### src/design/lupc_pkg.sv
// ----------------------------------------------------------------------------
// lupc_pkg
// Shared types and codes for the latch unlock pulse controller: input and
// result transaction layouts, status codes and configuration register indexes.
// ----------------------------------------------------------------------------
package lupc_pkg;

    // field widths
    localparam int unsigned MS_W     = 16;
    localparam int unsigned STATUS_W = 3;
    localparam int unsigned CFG_IDX_W = 1;

    // configuration register indexes
    localparam logic [CFG_IDX_W-1:0] CFG_MAX_PULSE    = 1'd0;
    localparam logic [CFG_IDX_W-1:0] CFG_MIN_INTERVAL = 1'd1;

    // configuration reset values
    localparam logic [MS_W-1:0] MAX_PULSE_RST    = 16'd5000;
    localparam logic [MS_W-1:0] MIN_INTERVAL_RST = 16'd2000;

    // saturation value of the millisecond counters
    localparam logic [MS_W-1:0] MS_MAX = '1;

    // item kinds
    localparam logic MODE_TICK    = 1'b0;
    localparam logic MODE_REQUEST = 1'b1;

    // result status codes
    localparam logic [STATUS_W-1:0] ST_IDLE       = 3'd0;
    localparam logic [STATUS_W-1:0] ST_DRIVING    = 3'd1;
    localparam logic [STATUS_W-1:0] ST_STARTED    = 3'd2;
    localparam logic [STATUS_W-1:0] ST_TOO_SOON   = 3'd3;
    localparam logic [STATUS_W-1:0] ST_NOT_LOCKED = 3'd4;
    localparam logic [STATUS_W-1:0] ST_BUSY       = 3'd5;
    localparam logic [STATUS_W-1:0] ST_RELEASED   = 3'd6;
    localparam logic [STATUS_W-1:0] ST_TIMED_OUT  = 3'd7;

    // input transaction
    typedef struct packed {
        logic            mode;
        logic            sense_low;
        logic [MS_W-1:0] request_timeout_ms;
    } in_item_t;

    // result transaction
    typedef struct packed {
        logic                drive_on;
        logic [STATUS_W-1:0] status;
        logic [MS_W-1:0]     duration_ms;
        logic                clamped;
    } out_item_t;

endpackage

### src/design/latch_unlock_pulse_controller.sv
// ----------------------------------------------------------------------------
// latch_unlock_pulse_controller
// Handles millisecond ticks and unlock requests, runs a bounded actuator
// pulse and reports one result transaction per input transaction.
// ----------------------------------------------------------------------------
// Each input transaction passes through an input register and then a result
// register before its result is offered.
// Throughput: one transaction per cycle; the result register frees the input
// side whenever the result is taken in the same cycle.
// Reset: rst_n clears the pulse state and counters and loads the register
// defaults (max pulse 5000, min interval 2000); both stages come up empty.
module latch_unlock_pulse_controller (
    input  logic                                clk,
    input  logic                                rst_n,
    input  logic                                in_valid,
    output logic                                in_ready,
    input  lupc_pkg::in_item_t                  in_data,
    output logic                                out_valid,
    input  logic                                out_ready,
    output lupc_pkg::out_item_t                 out_data,
    input  logic                                cfg_we,
    input  logic [lupc_pkg::CFG_IDX_W-1:0]      cfg_index,
    input  logic [lupc_pkg::MS_W-1:0]           cfg_wdata
);
    import lupc_pkg::*;

    // configuration registers
    logic [MS_W-1:0] max_pulse_reg;
    logic [MS_W-1:0] min_interval_reg;

    // pulse state
    logic            active_reg,  active_next;
    logic [MS_W-1:0] elapsed_reg, elapsed_next;
    logic [MS_W-1:0] limit_reg,   limit_next;
    logic [MS_W-1:0] since_reg,   since_next;
    logic            ever_reg,    ever_next;

    // pipeline stages
    logic      in_valid_reg;
    in_item_t  in_item_reg;
    logic      out_valid_reg;
    out_item_t out_item_reg, out_item_next;

    logic            advance;
    logic            clamp;
    logic [MS_W-1:0] lim;
    logic [MS_W-1:0] elapsed_inc;

    // handshake: the input stage moves on when the result register is free
    assign advance   = in_valid_reg && (!out_valid_reg || out_ready);
    assign in_ready  = !in_valid_reg || advance;
    assign out_valid = out_valid_reg;
    assign out_data  = out_item_reg;

    // configuration writes
    always_ff @(posedge clk or negedge rst_n)
    begin
        if (!rst_n)
        begin
            max_pulse_reg    <= MAX_PULSE_RST;
            min_interval_reg <= MIN_INTERVAL_RST;
        end
        else if (cfg_we)
        begin
            if (cfg_index == CFG_MAX_PULSE)
                max_pulse_reg <= cfg_wdata;
            else if (cfg_index == CFG_MIN_INTERVAL)
                min_interval_reg <= cfg_wdata;
        end
    end

    // clamp and saturating increment
    assign clamp       = in_item_reg.request_timeout_ms > max_pulse_reg;
    assign lim         = clamp ? max_pulse_reg : in_item_reg.request_timeout_ms;
    assign elapsed_inc = (elapsed_reg == MS_MAX) ? elapsed_reg : elapsed_reg + 1'b1;

    // per-transaction decision
    always_comb
    begin
        active_next   = active_reg;
        elapsed_next  = elapsed_reg;
        limit_next    = limit_reg;
        since_next    = since_reg;
        ever_next     = ever_reg;
        out_item_next = '{drive_on: 1'b0, status: ST_IDLE, duration_ms: '0, clamped: 1'b0};

        if (in_item_reg.mode == MODE_REQUEST)
        begin
            out_item_next.clamped = clamp;
            if (active_reg)
            begin
                out_item_next.drive_on = 1'b1;
                out_item_next.status   = ST_BUSY;
            end
            else if (ever_reg && (since_reg < min_interval_reg))
            begin
                out_item_next.status = ST_TOO_SOON;
            end
            else if (!in_item_reg.sense_low)
            begin
                out_item_next.status = ST_NOT_LOCKED;
            end
            else
            begin
                ever_next    = 1'b1;
                since_next   = '0;
                elapsed_next = '0;
                limit_next   = lim;
                // zero limit ends the pulse at once
                if (lim == '0)
                begin
                    active_next          = 1'b0;
                    out_item_next.status = ST_TIMED_OUT;
                end
                else
                begin
                    active_next            = 1'b1;
                    out_item_next.drive_on = 1'b1;
                    out_item_next.status   = ST_STARTED;
                end
            end
        end
        else
        begin
            if (since_reg != MS_MAX)
                since_next = since_reg + 1'b1;
            if (active_reg)
            begin
                elapsed_next = elapsed_inc;
                if (!in_item_reg.sense_low)
                begin
                    active_next               = 1'b0;
                    out_item_next.status      = ST_RELEASED;
                    out_item_next.duration_ms = elapsed_inc;
                end
                else if (elapsed_inc >= limit_reg)
                begin
                    active_next               = 1'b0;
                    out_item_next.status      = ST_TIMED_OUT;
                    out_item_next.duration_ms = elapsed_inc;
                end
                else
                begin
                    out_item_next.drive_on = 1'b1;
                    out_item_next.status   = ST_DRIVING;
                end
            end
        end
    end

    // control state and pulse state
    always_ff @(posedge clk or negedge rst_n)
    begin
        if (!rst_n)
        begin
            in_valid_reg  <= 1'b0;
            out_valid_reg <= 1'b0;
            active_reg    <= 1'b0;
            elapsed_reg   <= '0;
            limit_reg     <= '0;
            since_reg     <= '0;
            ever_reg      <= 1'b0;
        end
        else
        begin
            if (in_ready)
                in_valid_reg <= in_valid;
            if (advance)
                out_valid_reg <= 1'b1;
            else if (out_ready)
                out_valid_reg <= 1'b0;
            if (advance)
            begin
                active_reg  <= active_next;
                elapsed_reg <= elapsed_next;
                limit_reg   <= limit_next;
                since_reg   <= since_next;
                ever_reg    <= ever_next;
            end
        end
    end

    // payload registers
    always_ff @(posedge clk)
    begin
        if (in_ready && in_valid)
            in_item_reg <= in_data;
        if (advance)
            out_item_reg <= out_item_next;
    end

endmodule

### config.mk
export PLATFORM = sky130hd
export DESIGN_NAME = latch_unlock_pulse_controller
export DESIGN_NICKNAME = d
export VERILOG_FILES = /design/src/design/lupc_pkg.sv /design/src/design/latch_unlock_pulse_controller.sv
export SDC_FILE = /design/constraint.sdc
export NUM_CORES = 1
export LEC_CHECK = 0
export BUFFER_PORTS_ARGS = -buffer_cell sky130_fd_sc_hd__buf_2
export CAP_MARGIN = 10
export CORE_UTILIZATION = 45
export DETAILED_ROUTE_END_ITERATION = 10
export PLACE_DENSITY = 0.69
export SLEW_MARGIN = 20
export SYNTH_ARGS = -nofsm -noshare
export SYNTH_HDL_FRONTEND = slang
export SYNTH_SLANG_ARGS = --single-unit
### constraint.sdc
create_clock -name clk -period 3.3 [get_ports clk]
set_input_delay 0.66 -clock clk [delete_from_list [all_inputs] [get_ports clk]]
set_output_delay 0.66 -clock clk [all_outputs]
set_load 0.1 [all_outputs]
Word level (Yosys, flattened, before mapping)
Index checks and enable logic that the tools add are counted.
W data, S select, Z words.
{"block": "word_totals", "out_inout_bits": 23, "latchBits": 0, "in_bits": 40, "ramBits": 0, "n_memories": 0, "reg_bits": 123, "romBits": 0, "word_cells": 76}
{"block": "op_classes", "n_mux": 28, "n_mul": 0, "add_sub_neg": 2, "shifts": 0, "div": 0, "bitwise": 3, "n_lt_le_gt_ge": 3, "reduce_logical": 18, "n_eq_ne": 6}
{"operator": "$mux W16", "n": 10}
{"operator": "$add A16 B1 Y16 const B", "n": 2}
{"operator": "$mux W20", "n": 1}
{"operator": "$mux W19", "n": 1}
{"operator": "$eq A16 B16 Y1 const B", "n": 1}
{"operator": "$ge A16 B16 Y1", "n": 1}
{"operator": "$gt A16 B16 Y1", "n": 1}
{"operator": "$logic_not A16 Y1", "n": 1}
{"operator": "$lt A16 B16 Y1", "n": 1}
{"operator": "$ne A16 B16 Y1 const B", "n": 1}
{"operator": "$reduce_and A5 Y1", "n": 3}
{"operator": "$mux W3", "n": 4}
{"operator": "$mux W1", "n": 10}
{"operator": "$mux W4", "n": 2}
{"operator": "$ne A2 B2 Y1 const B", "n": 4}
{"operator": "$reduce_bool A2 Y1", "n": 4}
{"operator": "$reduce_and A2 Y1", "n": 2}
{"operator": "$logic_and A1 B1 Y1", "n": 3}
{"operator": "$not A1 Y1", "n": 3}
{"operator": "$logic_not A1 Y1", "n": 2}
{"operator": "$logic_or A1 B1 Y1", "n": 2}
{"operator": "$reduce_or A2 Y1", "n": 1}

Longest topological paths before layout
Gate-level depths: netlist of run 1.
{"block": "logic_depth", "depth_word": 8, "mapped_depth": 15, "depth_no_buf": 14}

Worst setup path before layout of run 1
No wires, ideal clock.
{"block": "synth_path", "path_type": "register -> register", "start": "register elapsed_reg[13]", "end": "register out_item_reg (netlist bit out_data[18]) (data pin)", "n_path_buf": 1, "t_arrival_ns": 2.885, "period_less_slack_ns": 3.159, "setup_time_ns": 0.274, "stages_incl_launch_ff": 14, "required_ns": 3.026, "path_slack_ns": 0.141, "path_cell_list": "dfrtp_1 nand3_1 nor4_4 nor3b_1 xnor2_1 inv_1 ha_1 a21o_1 a221oi_1 o21a_1 o31ai_1 nand2_1 clkbuf_1 o31ai_1"}
{"element": "from (decl)", "line": "latch_unlock_pulse_controller.sv:33", "source": "logic [MS_W-1:0] elapsed_reg, elapsed_next;"}
{"element": "from (signal assigned)", "line": "latch_unlock_pulse_controller.sv:175", "source": "elapsed_reg <= elapsed_next;"}
{"element": "to (signal assigned)", "line": "latch_unlock_pulse_controller.sv:189", "source": "out_item_reg <= out_item_next;"}
{"element": "to (decl)", "line": "latch_unlock_pulse_controller.sv:42", "source": "out_item_t out_item_reg, out_item_next;"}

Worst setup path after layout of run 1
{"block": "layout_path", "start": "register elapsed_reg[5]", "end": "register out_item_reg (netlist bit out_data[8]) (data pin)"}
{"block": "layout_via", "elab_chain_cells": 5, "word_cells_on_any_way": 6, "cone_classes": "1 x add/sub; 1 x order compare; 1 x eq/ne; 3 x mux"}
{"element": "$add A16 B1 Y16 / $eq A16 B16 Y1 (equally long branches)", "line": "latch_unlock_pulse_controller.sv:75", "source": "assign elapsed_inc = (elapsed_reg == MS_MAX) ? elapsed_reg : elapsed_reg + 1'b1;"}
{"element": "$mux W16 *", "line": "latch_unlock_pulse_controller.sv:75"}
{"element": "$ge A16 B16 Y1", "line": "latch_unlock_pulse_controller.sv:136", "source": "else if (elapsed_inc >= limit_reg)"}
{"element": "$mux W16", "line": "latch_unlock_pulse_controller.sv:136"}
{"element": "$mux W19 *", "line": "latch_unlock_pulse_controller.sv:130", "source": "if (!in_item_reg.sense_low)"}
Every way passes the cells marked *; elsewhere a longest branch is shown, timed or not.
A chain may end at the register's enable or synchronous reset.

==> summary.md, run 1 <==
| Metric | Value |
|---|---|
| Register area | 3290 µm² |
| Die Y | 127 µm |
| Net Sw Power | 1910 µW |
| Wire per inst | 17.5 µm |
| Yosys top cell area share | 0.260 |
| Clk_lat worst skew | 0.42 ns |
| Crit. End Element | register |
| Nets | 856 |
| Final min period | 3.17 ns |
| Fin cells | 991 |
| DRT Pass-1 Iters | 4 |
| # IOs | 63 |
| ANT cells | 0 |
| Total grt overflow | 0 |
| Prevailing post-synth register cell | dfrtp_1 |
| Total power | 5310 µW |
| # H-tree levels | 4 |
| Syn_area_per_cell | 10.3 µm² |
| Hold slack | 0.304 ns |
| Sequential power share | 0.385 |
| Yosys warnings | 0 |
| Quantity of hold-fixing buffers added after cts | 0 |
| First-pass GRT wire length | 28100 µm |
| Area of the multi-input gates | 3450 µm² |
| Clock power share | 0.313 |
| Vias in the first global route | 5514 |
| P&R area growth vs syn | 18.3% |
| Commonest non-fill, non-tap cell in the layout | dfrtp_1 |
| CP Max Fanout | 10 |
| Full die area | 16100 µm² |
| Clock sinks | 123 |
| Hpwl dp | 12500 µm |
| Post-Syn Area | 7040 µm² |
| Main area contributors after synthesis | dfrtp_1 (26%), edfxtp_1 (17%), ha_1 (8.7%) |
| CTS Buffer Depth | 2 |
| Rel. slew slack | 0.437 |
| Placer congestion estimate | 0.888 |
| Ratio of cells with drive above 1 in the final layout | 0.235 |
| Final setup fails | 0 |
| Most frequent cells in the layout | dfrtp_1 (68), inv_1 (61), buf_2 (61) |
| Number of DRC markers in iteration 0 | 368 |
| Register area share after synthesis | 0.467 |
| Cell taking the most area after synthesis | dfrtp_1 |
| Max-slew violations | 0 |
| Gate Count Post-Synth | 684 |
| Starting Density | 0.461 |
| Hold/Removal Path Class | input port to asynchronous set/reset pin |
| Max FFs per register | 21 |
| Skew final | 0.00906 ns |
| Via count | 5660 |
| DRT antenna net count | 0 |
| Number of flops mapped to enable cells by yosys | 39 |
| Final Hold Fails | 0 |
| Total Routing Usage GR | 0.227 |
| Largest net degree at the start of global routing | 85 |
| Placed Cells | 950 |
| Synth unique cells | 70 |
| Num CTS Buffers | 17 |
| Synth async-reset ratio | 0.683 |
| Core area | 15300 µm² |
| Tcrit/Tclk final | 0.961 |
| Status | finished clean |
| Gate power share | 0.302 |
| Worst EP required | 3.57 ns |
| Post-DR vias/cell | 5.71 |
| Post-route DRC violation count | 0 |
| Row count | 45 |
| Die extent in x | 127 µm |
| Worst-Margin Slew | 0.844 ns |
| Clock Tree Root | clkbuf_16 |
| Max Cap Viol | 0 |
| Crit path kind | register to register |
| Startpoint Class | register |
| Peak VDD IR | 0.000624 V |
| Critical path arrival | 3.44 ns |
| #FFs+latches synth | 123 |
| Leak pwr | 0.00392 µW |
| Power per cell area | 638 nW/µm² |
| Initial antenna violation count | 0 |
| Port Buf Inserts | 62 |
| Sw frac | 0.359 |
| Filler cells | 1330 |
| Maximum clock rate | 315 MHz |
| Clk pin slew, worst setup/hold paths | 0.06 ns |
| TritonCTS clock tree | built |
| Post-synth net total | 773 |
| Cell internal pwr | 3400 µW |
| Final wirelength | 17300 µm |
## worst max-delay path, stage by stage, from the launching register on
cell and delay, ns:
dfrtp_2 0.44, nand4_4 0.22, nor4_4 0.36, nand2b_1 0.21
or3_1 0.13, nand2_1 0.10, ha_1 0.32, and3_1 0.18
nand3_1 0.08, o21a_1 0.20, o31ai_2 0.30, nand2_2 0.17
buf_6 0.18, nor2b_1 0.12
## synthesized netlist by cell type, drive strengths merged, types with 3 or more instances
| cell | number |
|---|---|
| xnor2 | 6 |
| nor2b | 6 |
| a21oi | 19 |
| nand2b | 9 |
| ha | 49 |
| mux2i | 33 |
| a21o | 26 |
| nand4 | 19 |
| and2 | 5 |
| inv | 62 |
| a2bb2oi | 3 |
| nand2 | 47 |
| nor3 | 15 |
| mux2 | 18 |
| and3 | 14 |
| nor4 | 13 |
| buf | 9 |
| a31oi | 3 |
| dfstp | 11 |
| nor2 | 24 |
| o21a | 5 |
| dfrtp | 73 |
| edfxtp | 39 |
| and4 | 7 |
| o21ai | 90 |
| clkbuf | 19 |
| nor3b | 4 |
| nand3 | 20 |
| o31ai | 3 |
## timing repair
action | CTS | global route
pin swaps | 3 | 4
endpoints found under the setup margin | 14 | 19
resized for setup | 3 | 17
buffers inserted | 3 | 6
## final cells by class
cell class | instances | share of cell area
sequential | 123 | 0.396
clock inverter | 14 | 0.0113
timing repair buffer | 92 | 0.0655
tap | 211 | 0.0317
clock buffer | 18 | 0.0528
multi-input combinational | 470 | 0.415
inverter | 63 | 0.0284
## power by group through the flow
stage	logic (µW)	clock network (µW)	registers [µW]
floorplan	934	0	2210
global placement	1460	0	2050
detailed placement	1520	0	2060
CTS	1530	1700	2040
global route	1760	1770	2080
finish	1600	1660	2040
## metrics by stage
| stage | util | instance area, µm² | TNS, ns | setup WS, ns |
|---|---|---|---|---|
| finish | 0.546 | 8330 | 0 | 0.127 |
| global route | 0.546 | 8330 | -0.337 | -0.0382 |
| CTS | 0.538 | 8210 | 0 | 0.0133 |
| detailed placement | 0.500 | 7640 | -0.752 | -0.0767 |
| global placement | 0.500 | 7640 | 0 | 0.0698 |
| floorplan | - | 7040 | 0 | 0.141 |
## path summary, 6_finish.rpt
| kind | start | to | slack [ns] | cells after the start |
|---|---|---|---|---|
| worst max-delay path | elapsed_reg[5] | out_data[8] | 0.13 | 13 |
| worst min-delay path | rst_n | elapsed_reg[8] | 0.30 | 1 |
| worst max register to register | elapsed_reg[5] | out_data[8] | 0.13 | 13 |
| worst min register to register | ever_reg | ever_reg | 0.49 | 1 |
| max in group asynchronous | rst_n | elapsed_reg[6] | 2.40 | 1 |
| min in group clk | in_data[2] | in_item_reg[2] | 0.42 | 1 |
## cell families after synthesis
kind of cell    after synthesis  synth area share
simple gates                188             0.149
compound gates              174             0.157
flops                       123             0.467
buf+inv                      91            0.0531
mux                          51            0.0763
fa+ha+maj                    49            0.0871
xor+xnor                      8           0.00995
## layer usage
metal | share of wire | track usage
met5 | 0 | 0
met4 | 0.029 | 0.103
met3 | 0.058 | 0.0486
met2 | 0.46 | 0.356
met1 | 0.45 | 0.302
Note: power is estimated with default switching activity, not from simulation.
==> inputs of run 2 (changes only) <==
--- a/config.mk
+++ b/config.mk
@@ -5,6 +5,7 @@
 export SDC_FILE = /design/constraint.sdc
 export NUM_CORES = 1
 export LEC_CHECK = 0
+export ABC_AREA = 1
 export BUFFER_PORTS_ARGS = -buffer_cell sky130_fd_sc_hd__buf_2
 export CAP_MARGIN = 10
 export CORE_UTILIZATION = 45
==> run 2 against run 1 <==
Effect of this change: the flow now finishes with violations (design-rule violations, negative setup slack); setup slack worse by 0.16 ns; hold slack got worse by 0.0016 ns; design area shrank 2.0%; sequential share of layout area grew 0.72 points; synthesized cell count rose by 17%; final cell count rose by 8.6%; clock-buffer cell count increased by 11.
==> summary.md, run 2 <==
| Metric | Value |
|---|---|
| Post-synth net total | 886 (+15%) |
| Gate Count Post-Synth | 797 (+17%) |
| Num CTS Buffers | 17 (unchanged) |
| Pre-CTS setup slack | 0.0612 ns (+0.138 ns) |
| #FFs+latches synth | 123 (unchanged) |
| Placed Cells | 1039 (+9.4%) |
| Syn_area_per_cell | 8.59 µm² (-17%) |
| Peak VDD IR | 0.000446 V (-29%) |
| First-pass GRT wire length | 24700 µm (-12%) |
| Final min period | 3.33 ns (+0.158 ns) |
| Prevailing post-synth register cell | dfrtp_1 |
| ANT cells | 0 (unchanged) |
| Total grt overflow | 0 (unchanged) |
| Ratio of cells with drive above 1 in the final layout | 0.226 (-0.00816) |
| Largest net degree at the start of global routing | 56 (-34%) |
| Register area share after synthesis | 0.480 (+0.0133) |
| Yosys top cell area share | 0.267 (+0.00740) |
| Cell taking the most area after synthesis | dfrtp_1 |
| Final setup fails | 12 (+12) |
| Die extent in x | 125 µm (-1.4%) |
| Max Cap Viol | 0 (unchanged) |
| Number of DRC markers in iteration 0 | 386 (+4.9%) |
| Die Y | 125 µm (-1.4%) |
| Leak pwr | 0.00389 µW (-0.85%) |
| Crit path kind | register to register |
| Fin cells | 1076 (+8.6%) |
| Post-route DRC violation count | 5 (+5) |
| CP Max Fanout | 8 (-2) |
| Tcrit/Tclk final | 1.01 (+0.0479) |
| Max-slew violations | 0 (unchanged) |
| Power per cell area | 717 nW/µm² (+12%) |
| Total Routing Usage GR | 0.201 (-0.0255) |
| # IOs | 63 (unchanged) |
| Worst-Margin Slew | 0.847 ns (+0.00301 ns) |
| Worst EP required | 3.46 ns (-0.11 ns) |
| RSZ-0062 raised after global routing | yes |
| Count leader, synth | nand2_1 |
| Wire per inst | 13.7 µm (-21%) |
| Quantity of hold-fixing buffers added after cts | 0 (unchanged) |
| Initial antenna violation count | 0 (unchanged) |
| Number of flops mapped to enable cells by yosys | 39 (unchanged) |
| Clock sinks | 123 (unchanged) |
| Final Hold Fails | 0 (unchanged) |
| Post-synth top cells | nand2_1 (175), inv_1 (127), dfrtp_1 (73), o21ai_0 (58), nor2_1 (56) |
| Vias in the first global route | 5116 (-7.2%) |
| Row count | 44 (-2.2%) |
| DRT antenna net count | 0 (unchanged) |
| Hpwl dp | 10600 µm (-15%) |
| Synth unique cells | 41 (-41%) |
| Yosys warnings | 0 (unchanged) |
| Core area | 14700 µm² (-3.7%) |
| Starting Density | 0.466 (+0.00427) |
| P&R area growth vs syn | 19.2% |
| Filler cells | 1310 (-1.5%) |
| Port Buf Inserts | 62 (unchanged) |
| Crit. End Element | register |
| Max FFs per register | 21 (unchanged) |
| Clock Tree Root | clkbuf_16 |
| Status | finished with violations |
| Clk_lat worst skew | 0.42 ns (about the same) |
| Slack of the critical path | -0.0306 ns (-0.158 ns) |
| Critical path arrival | 3.49 ns (+0.05 ns) |
| Hold/Removal Path Class | input port to asynchronous set/reset pin |
| Failing checks | design-rule violations, negative setup slack |
| Most frequent cells in the layout | nand2_1 (170), inv_1 (122), dfrtp_1 (73) |
| Full die area | 15700 µm² (-2.7%) |
| Placer congestion estimate | 0.865 (-2.6%) |
| Post-Syn Area | 6840 µm² (-2.8%) |
| Nets | 968 (+13%) |
| Maximum clock rate | 300 MHz (-4.7%) |
| Startpoint Class | register |
| Final wirelength | 14800 µm (-15%) |
| Synth async-reset ratio | 0.683 (unchanged) |
| Rel. slew slack | 0.434 (-0.00337) |
| CTS Buffer Depth | 2 (unchanged) |
| Via count | 5376 (-5.0%) |
| # H-tree levels | 4 (unchanged) |
| Commonest non-fill, non-tap cell in the layout | nand2_1 |
| TritonCTS clock tree | built |
| Post-route setup TNS | -0.179 ns (-0.179 ns) |
| Main area contributors after synthesis | dfrtp_1 (27%), edfxtp_1 (17%), nand2_1 (9.6%) |
| DRT Pass-1 Iters | 11 (+7) |
| Clk pin slew, worst setup/hold paths | 0.05 ns (about the same) |
| Post-DR vias/cell | 5.00 (-13%) |
| Skew final | 0.00700 ns (-0.00206 ns) |
[run 2: cell count changes after synthesis, sizes merged, moves of 8 or more]
cell / previous run / this run
mux2i: 33 / 0
a21o: 26 / 1
clkbuf: 19 / 10
nand2b: 9 / 0
inv: 62 / 136
a21oi: 19 / 39
nand4: 19 / 10
and3: 14 / 0
mux2: 18 / 0
nand3: 20 / 49
nor2: 24 / 67
nand2: 47 / 184
o21ai: 90 / 75
nor4: 13 / 5
[run 2: per-layer routing]
metal | vias up | wire length, µm | track usage
li1 | 2749 | - | -
met1 | 2458 | 6970 | 0.266
met2 | 142 | 6720 | 0.319
met3 | 27 | 770 | 0.0556
met4 | 0 | 303 | 0.0674
met5 | - | 0 | 0
[run 2: what timing repair did]
item,in CTS,in global routing
resized for setup,0,43
buffers inserted,0,4
endpoints found under the setup margin,0,20
[run 2: path summary, 6_finish.rpt]
path	startpoint	endpoint	slack, ns	cells after the start
worst max-delay path	elapsed_reg[1]	out_data[2]	-0.03	22
worst min-delay path	rst_n	elapsed_reg[7]	0.30	1
worst max register to register	elapsed_reg[1]	out_data[2]	-0.03	22
worst min register to register	ever_reg	ever_reg	0.45	2
max in group asynchronous	rst_n	max_pulse_reg[8]	2.29	2
min in group clk	in_data[17]	in_item_reg[17]	0.41	1
[run 2: metrics by stage]
stage	util	instance area [µm²]	hold slack, ns	total power (µW)
global route	0.555	8160	0.377	6270
CTS	0.541	7950	0.341	5710
floorplan	-	6840	0.364	3530
global placement	0.506	7430	0.441	4020
detailed placement	0.506	7430	0.443	4050
finish	0.555	8160	0.303	5850
[run 2: cell families after synthesis]
logic type	after synthesis	share of synthesized area
AO/OA/AOI/OAI	125	0.103
XOR/XNOR	13	0.0166
adder cells (fa/ha/maj)	49	0.0896
buffers and inverters	158	0.0934
flip-flops	123	0.480
AND/OR/NAND/NOR	329	0.217
[run 2: layout make-up]
cell class	count	area, µm²	share of cell area
Sequential cell	123	3290	0.403
Tap cell	184	230	0.0282
Timing Repair Buffer	85	541	0.0662
Clock buffer	29	500	0.0613
Multi-Input combinational cell	516	3070	0.376
Inverter	136	515	0.0632
Clock inverter	3	15.0	0.00184
[run 2: critical path, stage by stage (launching register included)]
cell	delay [ns]
dfrtp_1	0.35
ha_2	0.18
inv_2	0.05
nor3_2	0.19
buf_4	0.16
nand3_4	0.08
nor2_4	0.13
nand2_2	0.07
inv_4	0.09
buf_4	0.11
nor3_1	0.05
xnor2_1	0.24
inv_1	0.13
ha_1	0.28
inv_1	0.08
nor3_1	0.06
a211oi_1	0.21
nand2_2	0.09
nand2_2	0.09
nand3_2	0.08
nand2_4	0.13
clkbuf_16	0.17
nor3_2	0.04
[run 2: where the power goes]
group	total, µW	internal [µW]	switching [µW]
Combinational	2100	710	1390
Clock	1640	1010	624
Sequential	2110	1920	193
Total	5850	3640	2210
